--- config.mk ---
export PLATFORM = sky130hd
export DESIGN_NAME = morse_text_encoder
export DESIGN_NICKNAME = d
export VERILOG_FILES = /design/src/rtl/core/mte_pkg.sv /design/src/rtl/core/mte_decode.sv /design/src/rtl/core/mte_emitter.sv /design/src/rtl/core/morse_text_encoder.sv
export SDC_FILE = /design/constraint.sdc
export NUM_CORES = 1
export LEC_CHECK = 0
export BUFFER_PORTS_ARGS = -buffer_cell sky130_fd_sc_hd__buf_2
export CORE_MARGIN = 2
export CORE_UTILIZATION = 45
export DETAILED_ROUTE_END_ITERATION = 8
export PLACE_DENSITY = 0.71
export REMOVE_ABC_BUFFERS = 1
export SLEW_MARGIN = 10
export SYNTH_ARGS = -nofsm -noshare
export SYNTH_HDL_FRONTEND = slang
export SYNTH_SLANG_ARGS = --single-unit
--- constraint.sdc ---
create_clock -name clk -period 5.75 [get_ports clk]
set_input_delay 1.15 -clock clk [delete_from_list [all_inputs] [get_ports clk]]
set_output_delay 1.15 -clock clk [all_outputs]
set_load 0.03 [all_outputs]
--- src/rtl/core/mte_pkg.sv ---
// ----------------------------------------------------------------------------
// mte_pkg
// Shared types, codes and the character pattern table of the Morse encoder.
// ----------------------------------------------------------------------------
package mte_pkg;

    // morse element codes on the output
    typedef enum logic [1:0] {
        SYM_DOT   = 2'd0,
        SYM_DASH  = 2'd1,
        SYM_SPACE = 2'd2
    } sym_t;

    // pair codes, also usable directly as byte values 1 to 5
    localparam logic [2:0] PAIR_NONE = 3'd0;
    localparam logic [2:0] PAIR_AE   = 3'd1;
    localparam logic [2:0] PAIR_OE   = 3'd2;
    localparam logic [2:0] PAIR_UE   = 3'd3;
    localparam logic [2:0] PAIR_CH   = 3'd4;
    localparam logic [2:0] PAIR_SS   = 3'd5;

    // one character pattern: elements before the closing space
    // dash holds the elements first one in the msb, 1 is a dash
    // blank marks the space character, whose one element is a space
    typedef struct packed {
        logic       blank;
        logic [3:0] elems;
        logic [7:0] dash;
    } pat_t;

    // work for one accepted item: an optional flushed or pair pattern,
    // then an optional pattern for the new byte
    typedef struct packed {
        logic first_en;
        pat_t first;
        logic second_en;
        pat_t second;
    } job_t;

    function automatic pat_t mk(input logic [3:0] n, input logic [7:0] d);
        pat_t p;
        p.blank = 1'b0;
        p.elems = n;
        p.dash  = d;
        return p;
    endfunction

    // case folding of upper-case ascii letters
    function automatic logic [7:0] fold(input logic [7:0] b);
        logic [7:0] c;
        c = b;
        if (b inside {[8'h41:8'h5a]})
            c = b + 8'h20;
        return c;
    endfunction

    function automatic pat_t letter_pat(input logic [4:0] idx);
        pat_t p;
        case (idx)
            5'd0:    p = mk(4'd2, 8'b01000000);
            5'd1:    p = mk(4'd4, 8'b10000000);
            5'd2:    p = mk(4'd4, 8'b10100000);
            5'd3:    p = mk(4'd3, 8'b10000000);
            5'd4:    p = mk(4'd1, 8'b00000000);
            5'd5:    p = mk(4'd4, 8'b00100000);
            5'd6:    p = mk(4'd3, 8'b11000000);
            5'd7:    p = mk(4'd4, 8'b00000000);
            5'd8:    p = mk(4'd2, 8'b00000000);
            5'd9:    p = mk(4'd4, 8'b01110000);
            5'd10:   p = mk(4'd3, 8'b10100000);
            5'd11:   p = mk(4'd4, 8'b01000000);
            5'd12:   p = mk(4'd2, 8'b11000000);
            5'd13:   p = mk(4'd2, 8'b10000000);
            5'd14:   p = mk(4'd3, 8'b11100000);
            5'd15:   p = mk(4'd4, 8'b01100000);
            5'd16:   p = mk(4'd4, 8'b11010000);
            5'd17:   p = mk(4'd3, 8'b01000000);
            5'd18:   p = mk(4'd3, 8'b00000000);
            5'd19:   p = mk(4'd1, 8'b10000000);
            5'd20:   p = mk(4'd3, 8'b00100000);
            5'd21:   p = mk(4'd4, 8'b00010000);
            5'd22:   p = mk(4'd3, 8'b01100000);
            5'd23:   p = mk(4'd4, 8'b10010000);
            5'd24:   p = mk(4'd4, 8'b10110000);
            5'd25:   p = mk(4'd4, 8'b11000000);
            default: p = mk(4'd8, 8'b00000000);
        endcase
        return p;
    endfunction

    function automatic pat_t digit_pat(input logic [3:0] idx);
        pat_t p;
        case (idx)
            4'd0:    p = mk(4'd5, 8'b11111000);
            4'd1:    p = mk(4'd5, 8'b01111000);
            4'd2:    p = mk(4'd5, 8'b00111000);
            4'd3:    p = mk(4'd5, 8'b00011000);
            4'd4:    p = mk(4'd5, 8'b00001000);
            4'd5:    p = mk(4'd5, 8'b00000000);
            4'd6:    p = mk(4'd5, 8'b10000000);
            4'd7:    p = mk(4'd5, 8'b11000000);
            4'd8:    p = mk(4'd5, 8'b11100000);
            4'd9:    p = mk(4'd5, 8'b11110000);
            default: p = mk(4'd8, 8'b00000000);
        endcase
        return p;
    endfunction

    // pattern of one raw byte, closing space not included
    function automatic pat_t pattern_of(input logic [7:0] b);
        logic [7:0] c;
        pat_t       p;
        c = fold(b);
        if (c inside {[8'h61:8'h7a]}) begin
            p = letter_pat(5'(c - 8'h61));
        end
        else if (c inside {[8'h30:8'h39]}) begin
            p = digit_pat(4'(c - 8'h30));
        end
        else begin
            case (c)
                8'h20:   begin
                    p       = mk(4'd1, 8'b00000000);
                    p.blank = 1'b1;
                end
                8'h2e:   p = mk(4'd6, 8'b01010100);   // period
                8'h2c:   p = mk(4'd6, 8'b11001100);   // comma
                8'h3a:   p = mk(4'd6, 8'b11100000);   // colon
                8'h3b:   p = mk(4'd6, 8'b10101000);   // semicolon
                8'h3f:   p = mk(4'd6, 8'b00110000);   // question mark
                8'h2d:   p = mk(4'd6, 8'b10000100);   // hyphen
                8'h5f:   p = mk(4'd6, 8'b00110100);   // underscore
                8'h28:   p = mk(4'd5, 8'b10110000);   // open paren
                8'h29:   p = mk(4'd6, 8'b10110100);   // close paren
                8'h27:   p = mk(4'd6, 8'b01111000);   // apostrophe
                8'h3d:   p = mk(4'd5, 8'b10001000);   // equals
                8'h2b:   p = mk(4'd5, 8'b01010000);   // plus
                8'h2f:   p = mk(4'd5, 8'b10010000);   // slash
                8'h40:   p = mk(4'd6, 8'b01101000);   // at sign
                {5'd0, PAIR_AE}: p = mk(4'd4, 8'b01010000);
                {5'd0, PAIR_OE}: p = mk(4'd4, 8'b11100000);
                {5'd0, PAIR_UE}: p = mk(4'd4, 8'b00110000);
                {5'd0, PAIR_CH}: p = mk(4'd4, 8'b11110000);
                {5'd0, PAIR_SS}: p = mk(4'd7, 8'b00011000);
                default: p = mk(4'd8, 8'b00000000);   // unknown byte
            endcase
        end
        return p;
    endfunction

endpackage

--- src/rtl/core/mte_decode.sv ---
// ----------------------------------------------------------------------------
// mte_decode
// Pair detection and pattern lookup for one byte against the held starter.
// ----------------------------------------------------------------------------
module mte_decode (
    input  logic              held_valid,
    input  logic [7:0]        held_char,
    input  logic [7:0]        char_code,
    input  logic              end_of_text,
    output mte_pkg::job_t     job,
    output logic              job_any,
    output logic              held_valid_next,
    output logic [7:0]        held_char_next
);

    logic [7:0] held_fold;
    logic [7:0] new_fold;
    logic [2:0] pair;
    logic       starter;

    // case-folded views of both bytes
    assign held_fold = mte_pkg::fold(held_char);
    assign new_fold  = mte_pkg::fold(char_code);

    // new byte could open a pair
    assign starter = (new_fold == 8'h61) || (new_fold == 8'h6f) || (new_fold == 8'h75)
                  || (new_fold == 8'h63) || (new_fold == 8'h73);

    // pair code of held starter and new byte
    always_comb
    begin
        pair = mte_pkg::PAIR_NONE;
        if (new_fold == 8'h65) begin
            if (held_fold == 8'h61)
                pair = mte_pkg::PAIR_AE;
            else if (held_fold == 8'h6f)
                pair = mte_pkg::PAIR_OE;
            else if (held_fold == 8'h75)
                pair = mte_pkg::PAIR_UE;
        end
        if ((held_fold == 8'h63) && (new_fold == 8'h68))
            pair = mte_pkg::PAIR_CH;
        if ((held_fold == 8'h73) && (new_fold == 8'h73))
            pair = mte_pkg::PAIR_SS;
    end

    // build the job and the next hold state
    always_comb
    begin
        job.first_en    = 1'b0;
        job.first       = mte_pkg::pattern_of(held_char);
        job.second_en   = 1'b0;
        job.second      = mte_pkg::pattern_of(char_code);
        held_valid_next = 1'b0;
        held_char_next  = held_char;
        if (held_valid && (pair != mte_pkg::PAIR_NONE)) begin
            job.first_en = 1'b1;
            job.first    = mte_pkg::pattern_of({5'd0, pair});
        end
        else begin
            job.first_en = held_valid;
            if (!end_of_text && starter) begin
                held_valid_next = 1'b1;
                held_char_next  = char_code;
            end
            else begin
                job.second_en = 1'b1;
            end
        end
    end

    assign job_any = job.first_en || job.second_en;

endmodule

--- src/rtl/core/mte_emitter.sv ---
// ----------------------------------------------------------------------------
// mte_emitter
// Job register and symbol serializer with a registered stream output.
// ----------------------------------------------------------------------------
module mte_emitter (
    input  logic              clk,
    input  logic              rst_n,
    input  logic              job_valid,
    output logic              job_ready,
    input  mte_pkg::job_t     job,
    output logic              m_tvalid,
    input  logic              m_tready,
    output mte_pkg::sym_t     sym,
    output logic              m_tlast
);

    logic          job_valid_reg;
    logic          job_valid_next;
    mte_pkg::job_t job_reg;
    logic          phase_reg;
    logic          phase_next;
    logic [3:0]    idx_reg;
    logic [3:0]    idx_next;
    logic          m_tvalid_reg;
    logic          m_tvalid_next;
    mte_pkg::sym_t sym_reg;
    logic          m_tlast_reg;

    mte_pkg::pat_t cur;
    mte_pkg::sym_t cur_sym;
    logic          pat_end;
    logic          job_last;
    logic          out_load;

    // current pattern and element
    assign cur      = phase_reg ? job_reg.second : job_reg.first;
    assign pat_end  = (idx_reg == cur.elems);
    assign job_last = pat_end && (phase_reg || !job_reg.second_en);

    always_comb
    begin
        if (pat_end || cur.blank)
            cur_sym = mte_pkg::SYM_SPACE;
        else if (cur.dash[3'd7 - idx_reg[2:0]])
            cur_sym = mte_pkg::SYM_DASH;
        else
            cur_sym = mte_pkg::SYM_DOT;
    end

    // output register takes a symbol when empty or being drained
    assign out_load  = job_valid_reg && (!m_tvalid_reg || m_tready);
    assign job_ready = !job_valid_reg || (out_load && job_last);

    // next state of the walk through the job
    always_comb
    begin
        job_valid_next = job_valid_reg;
        phase_next     = phase_reg;
        idx_next       = idx_reg;
        m_tvalid_next  = m_tvalid_reg;
        if (m_tready)
            m_tvalid_next = 1'b0;
        if (out_load) begin
            m_tvalid_next = 1'b1;
            if (pat_end) begin
                phase_next = 1'b1;
                idx_next   = 4'd0;
            end
            else begin
                idx_next = idx_reg + 4'd1;
            end
        end
        if (job_ready) begin
            job_valid_next = job_valid;
            phase_next     = !job.first_en;
            idx_next       = 4'd0;
        end
    end

    // control registers
    always_ff @(posedge clk or negedge rst_n)
    begin
        if (!rst_n) begin
            job_valid_reg <= 1'b0;
            phase_reg     <= 1'b0;
            idx_reg       <= 4'd0;
            m_tvalid_reg  <= 1'b0;
        end
        else begin
            job_valid_reg <= job_valid_next;
            phase_reg     <= phase_next;
            idx_reg       <= idx_next;
            m_tvalid_reg  <= m_tvalid_next;
        end
    end

    // payload registers
    always_ff @(posedge clk)
    begin
        if (job_ready)
            job_reg <= job;
        if (out_load) begin
            sym_reg     <= cur_sym;
            m_tlast_reg <= job_last;
        end
    end

    assign m_tvalid = m_tvalid_reg;
    assign sym      = sym_reg;
    assign m_tlast  = m_tlast_reg;

    // element index never runs past the closing space
    assert property (@(posedge clk) disable iff (!rst_n)
        job_valid_reg |-> (idx_reg <= cur.elems))
        else $error("element index past end of pattern");

    // second phase only exists when the job has a second pattern
    assert property (@(posedge clk) disable iff (!rst_n)
        (job_valid_reg && phase_reg) |-> job_reg.second_en)
        else $error("second phase without second pattern");

    // a held job always carries at least one pattern
    assert property (@(posedge clk) disable iff (!rst_n)
        job_valid_reg |-> (job_reg.first_en || job_reg.second_en))
        else $error("empty job held");

    // every item closes on a space
    assert property (@(posedge clk) disable iff (!rst_n)
        (m_tvalid_reg && m_tlast_reg) |-> (sym_reg == mte_pkg::SYM_SPACE))
        else $error("final symbol of an item is not a space");

endmodule

--- src/rtl/core/morse_text_encoder.sv ---
// ----------------------------------------------------------------------------
// morse_text_encoder
// Streaming text to Morse element encoder with German pair substitution.
// ----------------------------------------------------------------------------
// Each input byte is decoded in the cycle it is accepted and its symbols leave
// one per cycle from a registered output unless the receiver stalls; each
// character is its elements plus one space, and a flushed starter adds its own
// pattern in front. A starter a, o, u, c or s that is not the final byte and
// completes no pair emits nothing itself. The one-symbol-per-cycle serializer
// sets the rate; the next byte is accepted in the cycle the final symbol of
// the previous one is loaded: no gaps while the receiver is ready and no
// starter is held. Output tdata carries element code 0 dot, 1 dash, 2 space.
// ----------------------------------------------------------------------------
module morse_text_encoder (
    input  logic       clk,
    input  logic       rst_n,
    input  logic       s_tvalid,
    output logic       s_tready,
    input  logic [7:0] s_tdata,     // [7:0] char_code
    input  logic       s_tlast,     // end_of_text
    output logic       m_tvalid,
    input  logic       m_tready,
    output logic [7:0] m_tdata,     // [1:0] symbol, [7:2] zero
    output logic       m_tlast      // last
);

    logic          held_valid_reg;
    logic          held_valid_next;
    logic [7:0]    held_char_reg;
    logic [7:0]    held_char_next;
    mte_pkg::job_t job;
    logic          job_any;
    logic          job_ready;
    logic          in_accept;
    mte_pkg::sym_t sym;

    assign s_tready  = job_ready;
    assign in_accept = s_tvalid && job_ready;

    // pair detection and pattern lookup
    mte_decode u_decode (
        .held_valid      (held_valid_reg),
        .held_char       (held_char_reg),
        .char_code       (s_tdata),
        .end_of_text     (s_tlast),
        .job             (job),
        .job_any         (job_any),
        .held_valid_next (held_valid_next),
        .held_char_next  (held_char_next)
    );

    // held starter character
    always_ff @(posedge clk or negedge rst_n)
    begin
        if (!rst_n) begin
            held_valid_reg <= 1'b0;
            held_char_reg  <= 8'd0;
        end
        else if (in_accept) begin
            held_valid_reg <= held_valid_next;
            held_char_reg  <= held_char_next;
        end
    end

    // symbol serializer
    mte_emitter u_emitter (
        .clk       (clk),
        .rst_n     (rst_n),
        .job_valid (s_tvalid && job_any),
        .job_ready (job_ready),
        .job       (job),
        .m_tvalid  (m_tvalid),
        .m_tready  (m_tready),
        .sym       (sym),
        .m_tlast   (m_tlast)
    );

    assign m_tdata = {6'd0, sym};

endmodule

[Word level (Yosys, flattened, before mapping)]
Memory sizes are Yosys's and may differ from the RTL's.
Cells that the tools add are included.
Cells by class
  add/subtract/negate cells: 11
  magnitude comparators: 19
  equality and inequality tests: 73
  mux-type cells: 37
  bitwise operators: 1
  reductions and logical operators: 38
Operators with widths (number)
  $pmux W13 S20: 3
  $eq A8 B6 Y1 const B: 39
  $eq A8 B7 Y1 const B: 18
  $mux W13: 8
  $eq A8 B2 Y1 const B: 6
  $eq A8 B3 Y1 const B: 6
  $ge A8 B7 Y1 const B: 5
  $le A8 B7 Y1 const B: 5
  $mux W8: 4
  $eq A8 B1 Y1 const B: 3
  $ge A8 B6 Y1 const B: 3
  $le A8 B6 Y1 const B: 3
  $logic_and A1 B1 Y1: 18
  $add A8 B6 Y8 const B: 2
  $mux W3: 5
  $sub A5 B1 Y5 const B: 3
  $mux W1: 12
  $mux W4: 3
  $sub A4 B1 Y4 const B: 3
  $logic_or A1 B1 Y1: 9
  $add A3 B6 Y7 const B: 1
  $ge A3 B7 Y1 const B: 1
  $le A3 B7 Y1 const B: 1
  $reduce_bool A2 Y1: 3
  11 further kinds: 15
Word-level totals
  bits in registers: 46
  bits in read-only memories: 1152
  output and inout bits: 11
  logic and storage cells: 200
  memories kept: 6
Memories
  (name not given): depth 32, width 8, rd ports 1, clocked after memory_dff 0, write ports 0, line mte_pkg.sv:59  | case (idx)
  (name not given): depth 32, width 8, rd ports 1, clocked after memory_dff 0, write ports 0, line mte_pkg.sv:59
  (name not given): depth 32, width 8, rd ports 1, clocked after memory_dff 0, write ports 0, line mte_pkg.sv:59
  (name not given): depth 16, width 8, rd ports 1, clocked after memory_dff 0, write ports 0, line mte_pkg.sv:93  | case (idx)
  (name not given): depth 16, width 8, rd ports 1, clocked after memory_dff 0, write ports 0, line mte_pkg.sv:93
  (name not given): depth 16, width 8, rd ports 1, clocked after memory_dff 0, write ports 0, line mte_pkg.sv:93

[Logic depth before layout (Yosys ltp)]
Gate-level depths: netlist (run 1).
  depth after elaboration: 19
  depth in mapped cells: 14
  mapped depth without buffers: 11

[Cells and area by module]
A second synthesis (run 1) with hierarchy kept.
Second synthesis, totals
  cells, all modules: 670
  area, all modules: 5258.8 um^2
By module, submodules not included
  mte_decode: instances 1, cells each 552, area an instance 3354.5 um^2, sequential area each 0.0 um^2
  mte_emitter: instances 1, cells each 91, area an instance 1510.2 um^2, sequential area each 1076.0 um^2
  morse_text_encoder: instances 1, cells each 27, area an instance 394.1 um^2, sequential area each 225.2 um^2

[Worst setup path after synthesis (run 1)]
Ideal clock, no wire load.
  path kind: input to output
  start point: in m_tready
  end point: out s_tready
  arrival time: 3.828 ns
  data required time: 4.600 ns
  slack: 0.772 ns
  stages on the path: 3
  cell sequence: nand2b_1 > nand2b_1 > o21ai_0
Between the ends
  longest elaborated chain between the ends: 4
Ends and longest elaborated chain
  from (decl): line morse_text_encoder.sv:22  | input logic m_tready,
  $logic_or A1 B1 Y1: line mte_emitter.sv:51  | assign out_load = job_valid_reg && (!m_tvalid_reg || m_tready);
  $logic_and A1 B1 Y1: line mte_emitter.sv:51
  $logic_and A1 B1 Y1: line mte_emitter.sv:52  | assign job_ready = !job_valid_reg || (out_load && job_last);
  $logic_or A1 B1 Y1: line mte_emitter.sv:52
  to (decl): line morse_text_encoder.sv:18  | output logic s_tready,
No other way between the ends.

[Worst setup path in the final report (run 1)]
  start point: in s_tdata[0]
  end point: reg held_char_reg[4]
Between the ends
  longest elaborated chain between the ends: 11
  elaborated cells on any way between the ends: 26
  those cells by class: 1 x add/sub; 2 x order compare; 7 x eq/ne; 4 x mux; 1 x bitwise; 11 x reduce/logical
Ends and longest elaborated chain
  from (decl): line morse_text_encoder.sv:19  | input logic [7:0] s_tdata,
  $ge A8 B7 Y1 or $le A8 B7 Y1 (tied branches): line mte_pkg.sv:52  | if (b inside {[8'h41:8'h5a]})
  $logic_and A1 B1 Y1: line mte_pkg.sv:52
  $mux W8 *: line mte_pkg.sv:52
  $eq A8 B7 Y1, on equally long branches: line mte_decode.sv:33, mte_decode.sv:41
  $mux W3 or $logic_and A1 B1 Y1 (tied branches): line mte_decode.sv:33, mte_decode.sv:41
  $mux W3: line mte_decode.sv:41  | if ((held_fold == 8'h63) && (new_fold == 8'h68))
  $mux W3: line mte_decode.sv:43  | if ((held_fold == 8'h73) && (new_fold == 8'h73))
  $reduce_bool A3 Y1: line mte_decode.sv:56  | if (held_valid && (pair != mte_pkg::PAIR_NONE)) begin
  $logic_and A1 B1 Y1: line mte_decode.sv:56
  $not A1 Y1 (no source line)
  $reduce_and A3 Y1 (no source line) *
  to (signal assigned): line morse_text_encoder.sv:61  | held_char_reg <= held_char_next;
  to (decl): line morse_text_encoder.sv:29  | logic [7:0] held_char_reg;
Every way passes the cells marked *; elsewhere a longest branch is shown, timed or not.
A chain may end at the register's enable or synchronous reset.

==> out/qor_table.md, run 1 <==
| Stage | Result | Value |
| --- | --- | --- |
| run status | Status | complete, no violations |
| setup path | Setup crit start kind | primary input |
| drt | Count of antenna-violating nets left after detailed routing | 0 |
| die | Starting density of the core | 46.50% |
| pwr | Net switching share of the total power | 36.46% |
| final layout | Fill cell total of the finished layout | 1053 |
| sta | Slew Limit Headroom | 29.95% |
| clock tree | Resized Gates After CTS | 0 |
| final layout | Most frequent cells in the layout | nand2_1 (73), nor2_1 (56), a21oi_1 (42) |
| pwr | Pwr dens | 205.4 nW/µm² |
| sta | Final cycle utilization of the critical path | 81.46% |
| setup path | Endpoint class of the critical path | flip-flop |
| drt | DR iter-0 viols | 948 |
| pwr | Cell Int Power | 0.6899 mW |
| drt | Post-DR vias/cell | 6.671 |
| die | Std-Cell Core Area | 10940 µm² |
| flow run | Number of max-cap violations | 0 |
| synth | Register bit count reported by yosys | 42 |
| grt | Vias in the first global route | 4479 |
| grt | Wire length of the first global-routing pass | 24270 µm |
| drt | 1st-pass router iterations | 6 |
| sta | Final hold viol count | 0 |
| clock tree | CTS H-tree depth | 2 |
| clock tree | Hold Buf Count CTS | 0 |
| final layout | Number of nets in the finished design | 667 |
| synth | Synth Instances | 655 |
| sta | Final setup violating endpoints | 0 |
| synth | Synth area leaders | edfxtp_1 (15%), dfrtp_1 (7.9%), nand2_1 (5.4%), ha_1 (5.2%), a21oi_1 (4.1%) |
| synth | Seq/Total Area, Yosys | 23.23% |
| clock tree | Clock slew seen by the registers of the worst setup and hold paths | 0.06 ns |
| die | Total I/O pin count | 24 |
| synth | Cell type with the largest total area after synthesis | edfxtp_1 |
| place | Post-Place Cell Area | 5146 µm² |
| final layout | Number of diodes added for antenna fixing | 0 |
| setup path | Startpoint-to-endpoint class of the critical path | primary input to flip-flop |
| pwr | Leak Pwr | 1.986 nW |
| drt | Number of vias after detailed routing | 5163 |
| pwr | Portion of total power attributed to the clock network | 24.8% |
| die | Row count | 38 |
| clock tree | CTS tree | built |
| drt | Final wirelength | 15150 µm |
| setup path | Critical path's top delay family | simple AND/OR/NAND/NOR gates |
| clock tree | Clock insertion delay at the later pin of the skew report | 0.28 ns |
| place | Final weighted congestion of routability-driven global placement | 0.9566 |
| synth | Post-synthesis area per instance | 7.763 µm² |
| pwr | Net switching power of the design | 0.3958 mW |
| sta | Worst setup skew after layout | 0.005303 ns |
| setup path | Critical-path cell list | buf_2, inv_1, ha_1, or4b_4, nor3_4, nor2_2, mux2i_1, nor4_2, o21ai_2, nor3b_2, mux2_4 |
| place | # port buffers | 17 |
| die | Die footprint | 12170 µm² |
| clock tree | TritonCTS Sinks | 42 |
| clock tree | Setup bufs post-CTS | 0 |
| synth | Share of Yosys cell area claimed by the top area cell type | 15.35% |
| grt | Initial antenna violation count | 0 |
| grt | GRT overflow | 0 |
| final layout | Final standard cell area without fillers | 5285 µm² |
| setup path | Buffers plus inverters on the worst setup path | 2 |
| final layout | Share of post-route cells with drive strength above 1 | 8.991% |
| sta | Max Slew Vio Count | 0 |
| clock tree | Maximum count of clock buffers along a single path | 2 |
| hold path | Class of the worst hold path | flip-flop to flip-flop |
| setup path | Slowest cell on the critical path | nor3b_2 |
| synth | Fraction of registers with async set/reset | 38.10% |
| setup path | CP arrival | 4.85 ns |
| setup path | Required arrival time at the worst endpoint | 5.92 ns |
| synth | Number of library cell types mapped by synthesis | 90 |
| setup path | Maximum fanout encountered on the critical timing path | 17 |
| grt | All-layer global routing usage | 25.52% |
| setup path | Delay contributed by the slowest stage of the critical path | 0.76 ns |
| sta | Maximum clock frequency | 213.5 MHz |
| clock tree | Cell chosen for the clock root | clkbuf_16 |
| synth | Post-Synthesis Cell Area | 5085 µm² |
| final layout | Most common library cell in the layout ignoring fill and taps | nand2_1 |
| drt | Wire length per cell after detailed routing | 19.57 µm |
| sta | Tmin final | 4.684 ns |
| clock tree | Number of CTS-inserted buffers | 5 |
| synth | Synth Flop Type | edfxtp_1 |
| sta | RSZ-0062 raised after global routing | no |
| die | Die Wd | 110.3 µm |
| die | DIE HEIGHT | 110.3 µm |
| pwr | Combinational share of power | 34.6% |
| sta | Measured slew at the worst slew-check pin | 1.044 ns |
| grt | Maximum number of pins on one net before global-route repair | 40 |
| place | Placed wire-length estimate | 11160 µm |
| sta | Setup Total Neg Slack | 0 ns |
| pwr | Sequential power share | 40.6% |
| synth | Count of flip-flops with a built-in enable after synthesis | 26 |
| final layout | Layout overhead on the synthesized area | 3.937% |
| pwr | Worst-case vdd ir drop | 165.5 µV |
| final layout | Max reg flops | 23 |
| drt | DRC violations left | 0 |
| synth | Synthesis Warnings | 0 |
## cell usage after synthesis, types with 4 or more instances
master / number
o221ai_1: 6
nor3b_1: 4
a211o_1: 5
dfrtp_1: 16
xor2_1: 6
nor2_1: 56
o211ai_1: 12
o21ai_0: 34
nand3b_1: 5
nand3_1: 22
nand2b_1: 14
o31a_1: 4
nor4_1: 5
a21o_1: 9
nand4_1: 9
and2_1: 10
inv_1: 17
nand2_1: 73
o31ai_1: 12
buf_2: 6
nor3_1: 22
a211oi_1: 9
edfxtp_1: 26
a21oi_1: 42
clkbuf_1: 38
xnor2_1: 5
a311oi_1: 5
mux2i_1: 17
nor2b_1: 14
a32oi_1: 8
a31oi_1: 8
and3_1: 6
buf_4: 7
o22ai_1: 6
ha_1: 21
## metal layers
| metal | vias up | GRT usage [%] | wire length (µm) |
|---|---|---|---|
| met5 | - | 0 | 0 |
| met4 | 0 | 5.089 | 207 |
| met3 | 20 | 4.174 | 1373 |
| met2 | 288 | 39.79 | 6834 |
| met1 | 2423 | 37.32 | 6733 |
| li1 | 2432 | - | - |
## worst paths after layout
check | startpoint | end | slack, ns | cells after the start
max | s_tdata[0] | held_char_reg[4]$_DFFE_PN0P_ | 1.07 | 11
min | u_emitter.job_reg[12]$_SDFFCE_PP0N_ | u_emitter.sym[1]$_SDFFCE_PP1P_ | 0.61 | 2
max reg2reg | held_char_reg[5]$_DFFE_PN0P_ | held_char_reg[4]$_DFFE_PN0P_ | 1.62 | 9
min reg2reg | u_emitter.job_reg[12]$_SDFFCE_PP0N_ | u_emitter.sym[1]$_SDFFCE_PP1P_ | 0.61 | 2
max in group asynchronous | rst_n | held_char_reg[1]$_DFFE_PN0P_ | 4.66 | 1
min in group asynchronous | rst_n | u_emitter.idx_reg[1]$_DFFE_PN0P_ | 0.80 | 1
## cells by family after synthesis
| kind of cell | after synthesis | share of synthesized area (%) |
|---|---|---|
| AND/OR/NAND/NOR | 271 | 27.98 |
| adder cells (fa/ha/maj) | 21 | 5.167 |
| XOR/XNOR | 11 | 1.895 |
| other | 1 | 0.07375 |
| buffers and inverters | 73 | 6.348 |
| multiplexers | 25 | 6.004 |
| AO/OA/AOI/OAI | 211 | 29.31 |
| flip-flops | 42 | 23.23 |
## worst min-delay path, stage by stage (launching register included)
cell and delay (ns):
edfxtp_1 0.33, mux2i_1 0.07, nand2_1 0.09
## power by group through the flow
stage	registers [mW]	clock network, mW	logic, mW
4_1_cts	0.440	0.275	0.372
5_1_grt	0.447	0.294	0.412
2_1_floorplan	0.448	0	0.259
6_report	0.441	0.269	0.376
3_3_place_gp	0.444	0	0.365
3_5_place_dp	0.446	0	0.370
## final cells by class
class	instances	area (µm²)	share of cell area, %
Clock buffer	6	128.9	2.438
Tap cell	140	175.2	3.314
Multi-Input combinational cell	545	3603	68.18
Timing Repair Buffer	22	122.6	2.320
Inverter	17	63.81	1.207
Clock inverter	2	10.01	0.1894
Sequential cell	42	1181	22.35
## metrics by stage
stage	hold WS, ns	worst slack (ns)	total power, mW	utilization [%]	instances
global route	0.6398	0.8309	1.153	48.33	774
floorplan	0.5313	0.5306	0.7073	-	604
global placement	0.5670	0.9762	0.8085	47.06	766
finish	0.6072	1.066	1.086	48.33	774
CTS	0.6117	1.114	1.087	48.33	774
detailed placement	0.5898	0.8072	0.8152	47.06	766
No activity file was read; power rests on OpenSTA's default activity.
==> inputs of run 2 (changes only) <==
Settings changed: ABC_AREA set to 1, PLACE_DENSITY 0.71 to 0.74.
Clock period 5.75 ns to 3.85 ns, I/O delays scaled along.
==> out/qor_table.md, run 2 <==
| Stage | Result | Value |
| --- | --- | --- |
| synth | Synthesis Warnings | 0 |
| clock tree | Clock slew seen by the registers of the worst setup and hold paths | 0.09 ns |
| clock tree | TritonCTS Sinks | 42 |
| flow run | Number of max-cap violations | 0 |
| clock tree | Setup bufs post-CTS | 0 |
| synth | Fraction of registers with async set/reset | 38.10% |
| drt | Post-DR vias/cell | 5.672 |
| clock tree | Resized Gates After CTS | 0 |
| drt | DR iter-0 viols | 463 |
| synth | Post-Synthesis Cell Area | 4507 µm² |
| sta | Final cycle utilization of the critical path | 85.13% |
| synth | Seq/Total Area, Yosys | 26.21% |
| synth | Most frequent cells after synthesis | nand2_1 (183), nor2_1 (99), inv_1 (83), nand3_1 (61), o21ai_0 (57) |
| run status | Status | complete, no violations |
| grt | Maximum number of pins on one net before global-route repair | 27 |
| clock tree | Cell chosen for the clock root | clkbuf_8 |
| sta | Maximum clock frequency | 305.1 MHz |
| synth | Synth Flop Type | edfxtp_1 |
| setup path | Startpoint-to-endpoint class of the critical path | flip-flop to flip-flop |
| place | Cell Count Post-Placement | 843 |
| synth | Count of flip-flops with a built-in enable after synthesis | 26 |
| final layout | Max reg flops | 23 |
| pwr | Pwr dens | 306.5 nW/µm² |
| final layout | Number of diodes added for antenna fixing | 0 |
| die | Die Wd | 104.1 µm |
| die | DIE HEIGHT | 104.1 µm |
| synth | Leading cell type by number of instances after synthesis | nand2_1 |
| sta | Measured slew at the worst slew-check pin | 0.5965 ns |
| pwr | Leak Pwr | 2.416 nW |
| place | # port buffers | 17 |
| sta | Slew Limit Headroom | 60.10% |
| setup path | Required arrival time at the worst endpoint | 3.89 ns |
| sta | Worst setup skew after layout | 0.009000 ns |
| setup path | Reg2reg setup slack | 0.57 ns |
| synth | Synth area leaders | edfxtp_1 (17%), nand2_1 (15%), dfrtp_1 (8.9%), nor2_1 (8.2%), inv_1 (6.9%) |
| setup path | Register-to-Register Path Depth | 17 |
| setup path | Worst reg2reg path startpoint | held_char_reg[1]$_DFFE_PN0P_ |
| clock tree | CTS H-tree depth | 2 |
| drt | Number of vias after detailed routing | 4827 |
| setup path | CP arrival | 3.32 ns |
| clock tree | Clock insertion delay at the later pin of the skew report | 0.29 ns |
| drt | DRC violations left | 0 |
| setup path | Setup crit start kind | flip-flop |
| clock tree | Number of CTS-inserted buffers | 5 |
| setup path | Endpoint class of the critical path | flip-flop |
| final layout | Most frequent cells in the layout | nand2_1 (183), nor2_1 (99), inv_1 (83) |
| clock tree | Hold Buf Count CTS | 0 |
| sta | Max Slew Vio Count | 0 |
| sta | Final hold viol count | 0 |
| drt | Final wirelength | 13190 µm |
| setup path | Maximum fanout encountered on the critical timing path | 10 |
| drt | 1st-pass router iterations | 6 |
| sta | Tmin final | 3.277 ns |
| sta | RSZ-0062 raised after global routing | no |
| synth | Cell type with the largest total area after synthesis | edfxtp_1 |
| drt | Count of antenna-violating nets left after detailed routing | 0 |
| final layout | Layout overhead on the synthesized area | 6.219% |
| die | Row count | 36 |
| grt | Initial antenna violation count | 0 |
| die | Die footprint | 10830 µm² |
| synth | Register bit count reported by yosys | 42 |
| setup path | End of the worst register-to-register path | u_emitter.job_reg[21]$_DFFE_PN_ |
| synth | Number of library cell types mapped by synthesis | 44 |
| hold path | Class of the worst hold path | primary input to async pin |
| grt | Wire length of the first global-routing pass | 21550 µm |
| grt | Vias in the first global route | 4452 |
| sta | Setup Total Neg Slack | 0 ns |
| die | Std-Cell Core Area | 9729 µm² |
| final layout | Number of nets in the finished design | 751 |
| sta | Final setup violating endpoints | 0 |
| pwr | Worst-case vdd ir drop | 171.7 µV |
| place | Final weighted congestion of routability-driven global placement | 0.9916 |
| drt | Wire length per cell after detailed routing | 15.50 µm |
| die | Starting density of the core | 46.32% |
| synth | Synth Instances | 705 |
| place | Placed wire-length estimate | 10380 µm |
| die | Total I/O pin count | 24 |
| final layout | Non-filler cells in the finished layout | 851 |
| clock tree | CTS tree | built |
| synth | Post-synthesis area per instance | 6.393 µm² |
| grt | GRT overflow | 0 |
| final layout | Share of post-route cells with drive strength above 1 | 8.357% |
| grt | All-layer global routing usage | 24.09% |
| synth | Share of Yosys cell area claimed by the top area cell type | 17.32% |
| final layout | Most common library cell in the layout ignoring fill and taps | nand2_1 |
| clock tree | Maximum count of clock buffers along a single path | 2 |
-- run 2: worst max-delay path by stage --
stage / start / endpoint / slack [ns] / depth (start not counted)
after CTS: held_char_reg[1]$_DFFE_PN0P_ / u_emitter.job_reg[21]$_DFFE_PN_ / 0.66 / 17
after floorplan: s_tdata[1] / u_emitter.job_reg[11]$_DFFE_PN_ / 0.68 / 15
after global routing: held_char_reg[1]$_DFFE_PN0P_ / u_emitter.job_reg[18]$_DFFE_PN_ / 0.30 / 17
after detailed placement: s_tdata[1] / u_emitter.job_reg[21]$_DFFE_PN_ / 0.36 / 18
after global placement: s_tdata[1] / u_emitter.job_reg[21]$_DFFE_PN_ / 0.46 / 18
final: held_char_reg[1]$_DFFE_PN0P_ / u_emitter.job_reg[21]$_DFFE_PN_ / 0.57 / 17
-- run 2: final cells by class --
class                      instances  area [µm²]
inverter                          87       326.6
multi-input combinational        559        2897
clock inverter                     3       25.02
tap                              133       166.4
sequential                        42        1181
clock buffer                       5       68.82
fill                            1038        4942
timing repair buffer              22       122.6
-- run 2: where the power goes --
group	total [mW]	internal, mW	switching [mW]
Clock	0.299	0.131	0.168
Combinational	0.530	0.164	0.366
Sequential	0.638	0.582	0.0554
Total	1.47	0.878	0.589
-- run 2: metal layers --
metal / vias up / track usage (%) / share of wire [%]
met5: - / 0 / 0
met4: 0 / 4.633 / 1.4
met3: 18 / 2.757 / 5.6
met2: 174 / 39.90 / 46
met1: 2270 / 34.12 / 47
li1: 2365 / - / -
-- run 2: cells by family after synthesis --
group	Yosys count	share of synthesized area, %
buffers and inverters	109	9.939
AOI/OAI and AO/OA	120	15.88
other	1	0.08321
DFF	42	26.21
xor gates and xnor gates	7	1.360
and+or+nand+nor	405	40.70
adders and majority gates	21	5.830
-- run 2: worst max-delay path: stages, from the launching register on --
cell     delay (ns)
dfrtp_1        0.39
inv_1          0.30
ha_1           0.37
nand3_1        0.17
nor2_1         0.11
nor2_1         0.09
nand3_1        0.08
nand2_1        0.13
nor2_2         0.24
inv_1          0.08
nor2_2         0.19
nand2_1        0.10
nand2_1        0.11
nand3_2        0.27
nand2_4        0.21
nor2_1         0.06
nand2_1        0.05
nand2_1        0.06
-- run 2: through the flow --
step	setup WS [ns]	hold WS (ns)	util (%)	instance area (µm²)	power, mW
global placement	0.4636	0.4850	48.24	4693	1.161
detailed placement	0.3568	0.5100	48.24	4693	1.168
floorplan	0.6767	0.4639	-	4404	1.017
CTS	0.6624	0.4079	49.20	4787	1.470
finish	0.5726	0.4039	49.20	4787	1.467
global route	0.2955	0.4213	49.20	4787	1.569
==> inputs of run 3 (changes only) <==
Settings changed: PLACE_DENSITY 0.74 to 0.65.
==> out/qor_table.md, run 3 (synthesized netlist as in run 2, its figures left out) <==
| Stage | Result | Value |
| --- | --- | --- |
| final layout | Share of post-route cells with drive strength above 1 | 8.357% |
| grt | Wire length of the first global-routing pass | 21910 µm |
| clock tree | Clock slew seen by the registers of the worst setup and hold paths | 0.09 ns |
| final layout | Number of diodes added for antenna fixing | 0 |
| grt | All-layer global routing usage | 24.73% |
| grt | Vias in the first global route | 4442 |
| final layout | Number of nets in the finished design | 751 |
| die | Std-Cell Core Area | 9729 µm² |
| final layout | Layout overhead on the synthesized area | 7.190% |
| final layout | Fill cell total of the finished layout | 996 |
| setup path | Setup crit start kind | primary input |
| clock tree | Resized Gates After CTS | 0 |
| pwr | Total power | 1.584 mW |
| sta | Maximum clock frequency | 306.9 MHz |
| pwr | Pwr dens | 327.9 nW/µm² |
| sta | Final cycle utilization of the critical path | 84.63% |
| grt | GRT overflow | 0 |
| clock tree | Number of CTS-inserted buffers | 5 |
| setup path | Endpoint class of the critical path | flip-flop |
| drt | DR iter-0 viols | 323 |
| setup path | Slowest cell on the critical path | ha_1 |
| sta | RSZ-0062 raised after global routing | no |
| setup path | Critical-path cell list | buf_2, inv_1, ha_1, nand2_1, nor2_1, a21oi_2, nand2_1, nand2_1, nand2_4, nor2_4, nand2_1, nor2_1, nand3_2, nand3_2, nand2_4, nand3_1, nand3_1 |
| place | Final weighted congestion of routability-driven global placement | 1.011 |
| pwr | Worst-case vdd ir drop | 186.4 µV |
| clock tree | CTS tree | built |
| grt | Initial antenna violation count | 0 |
| final layout | Non-filler cells in the finished layout | 851 |
| place | # port buffers | 17 |
| place | Placed wire-length estimate | 10910 µm |
| grt | Maximum number of pins on one net before global-route repair | 27 |
| sta | Tmin final | 3.258 ns |
| clock tree | Setup bufs post-CTS | 0 |
| sta | Max Slew Vio Count | 0 |
| clock tree | Cell chosen for the clock root | clkbuf_8 |
| drt | 1st-pass router iterations | 5 |
| drt | DRC violations left | 0 |
| clock tree | Hold Buf Count CTS | 0 |
| sta | Worst setup skew after layout | 0.01718 ns |
| setup path | Maximum fanout encountered on the critical timing path | 12 |
| clock tree | Maximum count of clock buffers along a single path | 2 |
| drt | Number of vias after detailed routing | 4758 |
| sta | Final setup violating endpoints | 0 |
| drt | Wire length per cell after detailed routing | 15.85 µm |
| setup path | CP arrival | 3.27 ns |
| die | DIE HEIGHT | 104.1 µm |
| setup path | Startpoint-to-endpoint class of the critical path | primary input to flip-flop |
| flow run | Number of max-cap violations | 0 |
| run status | Status | complete, no violations |
| sta | Setup Total Neg Slack | 0 ns |
| drt | Final wirelength | 13490 µm |
| final layout | Most frequent cells in the layout | nand2_1 (183), nor2_1 (99), inv_1 (83) |
| final layout | End-of-flow core utilization | 49.65% |
| final layout | Max reg flops | 23 |
| die | Die Wd | 104.1 µm |
| pwr | Leak Pwr | 2.437 nW |
| sta | Slew Limit Headroom | 55.59% |
| sta | Measured slew at the worst slew-check pin | 0.6637 ns |
| final layout | Most common library cell in the layout ignoring fill and taps | nand2_1 |
| die | Row count | 36 |
| die | Die footprint | 10830 µm² |
| clock tree | TritonCTS Sinks | 42 |
| drt | Post-DR vias/cell | 5.591 |
| place | Cell Count Post-Placement | 843 |
| setup path | Required arrival time at the worst endpoint | 3.86 ns |
| drt | Count of antenna-violating nets left after detailed routing | 0 |
| clock tree | CTS H-tree depth | 2 |
| sta | Final hold viol count | 0 |
| die | Starting density of the core | 46.32% |
| setup path | Delay contributed by the slowest stage of the critical path | 0.29 ns |
| clock tree | Clock insertion delay at the later pin of the skew report | 0.29 ns |
| die | Total I/O pin count | 24 |
| hold path | Class of the worst hold path | primary input to async pin |
| sta | Hold Worst Slack | 0.3971 ns |
| setup path | Most prevalent standard cell on the critical path | nand2_1 |
## run 3: layout make-up
class	count	area, µm²	area share (%)
multi-input cells	559	2897	59.96
flip-flops and latches	42	1181	24.45
inverters	87	326.6	6.760
well taps	133	166.4	3.445
repair buffers	22	122.6	2.538
clock buffers	5	68.82	1.425
clock inverters	3	68.82	1.425
## run 3: power by group
part           switching, mW  internal [mW]
Combinational          0.369          0.165
Sequential            0.0572          0.582
Clock                  0.151          0.260
## run 3: routing by layer
metal | track usage (%) | share of wire, %
met1 | 33.99 | 45
met2 | 39.90 | 45
met3 | 3.509 | 6.0
met4 | 8.494 | 3.4
met5 | 0 | 0
## run 3: final timing paths
check                                              from                             endpoint  slack [ns]  cells past startpoint
min in group clk           held_char_reg[7]$_DFFE_PN0P_         held_char_reg[7]$_DFFE_PN0P_        0.52                      2
min reg2reg                held_char_reg[7]$_DFFE_PN0P_         held_char_reg[7]$_DFFE_PN0P_        0.52                      2
max                                          s_tdata[0]      u_emitter.job_reg[18]$_DFFE_PN_        0.59                     17
max reg2reg                held_char_reg[1]$_DFFE_PN0P_      u_emitter.job_reg[18]$_DFFE_PN_        0.64                     16
max in group asynchronous                         rst_n  u_emitter.job_valid_reg$_DFFE_PN0N_        3.15                      1
min                                               rst_n     u_emitter.idx_reg[1]$_DFFE_PN0P_        0.40                      1
## run 3: critical path, delay by kind of cell
family                     cells  cell delay (ns)
and+or+nand+nor               13             1.67
adders and majority gates      1             0.29
AOI/OAI and AO/OA              1             0.16
buffers and inverters          2             0.38
## run 3: stage by stage
stage / instance area (µm²) / setup WS (ns)
finish: 4831 / 0.5919
global route: 4831 / 0.3670
CTS: 4831 / 0.5993
detailed placement: 4693 / 0.2908
global placement: 4693 / 0.4033
floorplan: 4404 / 0.6767
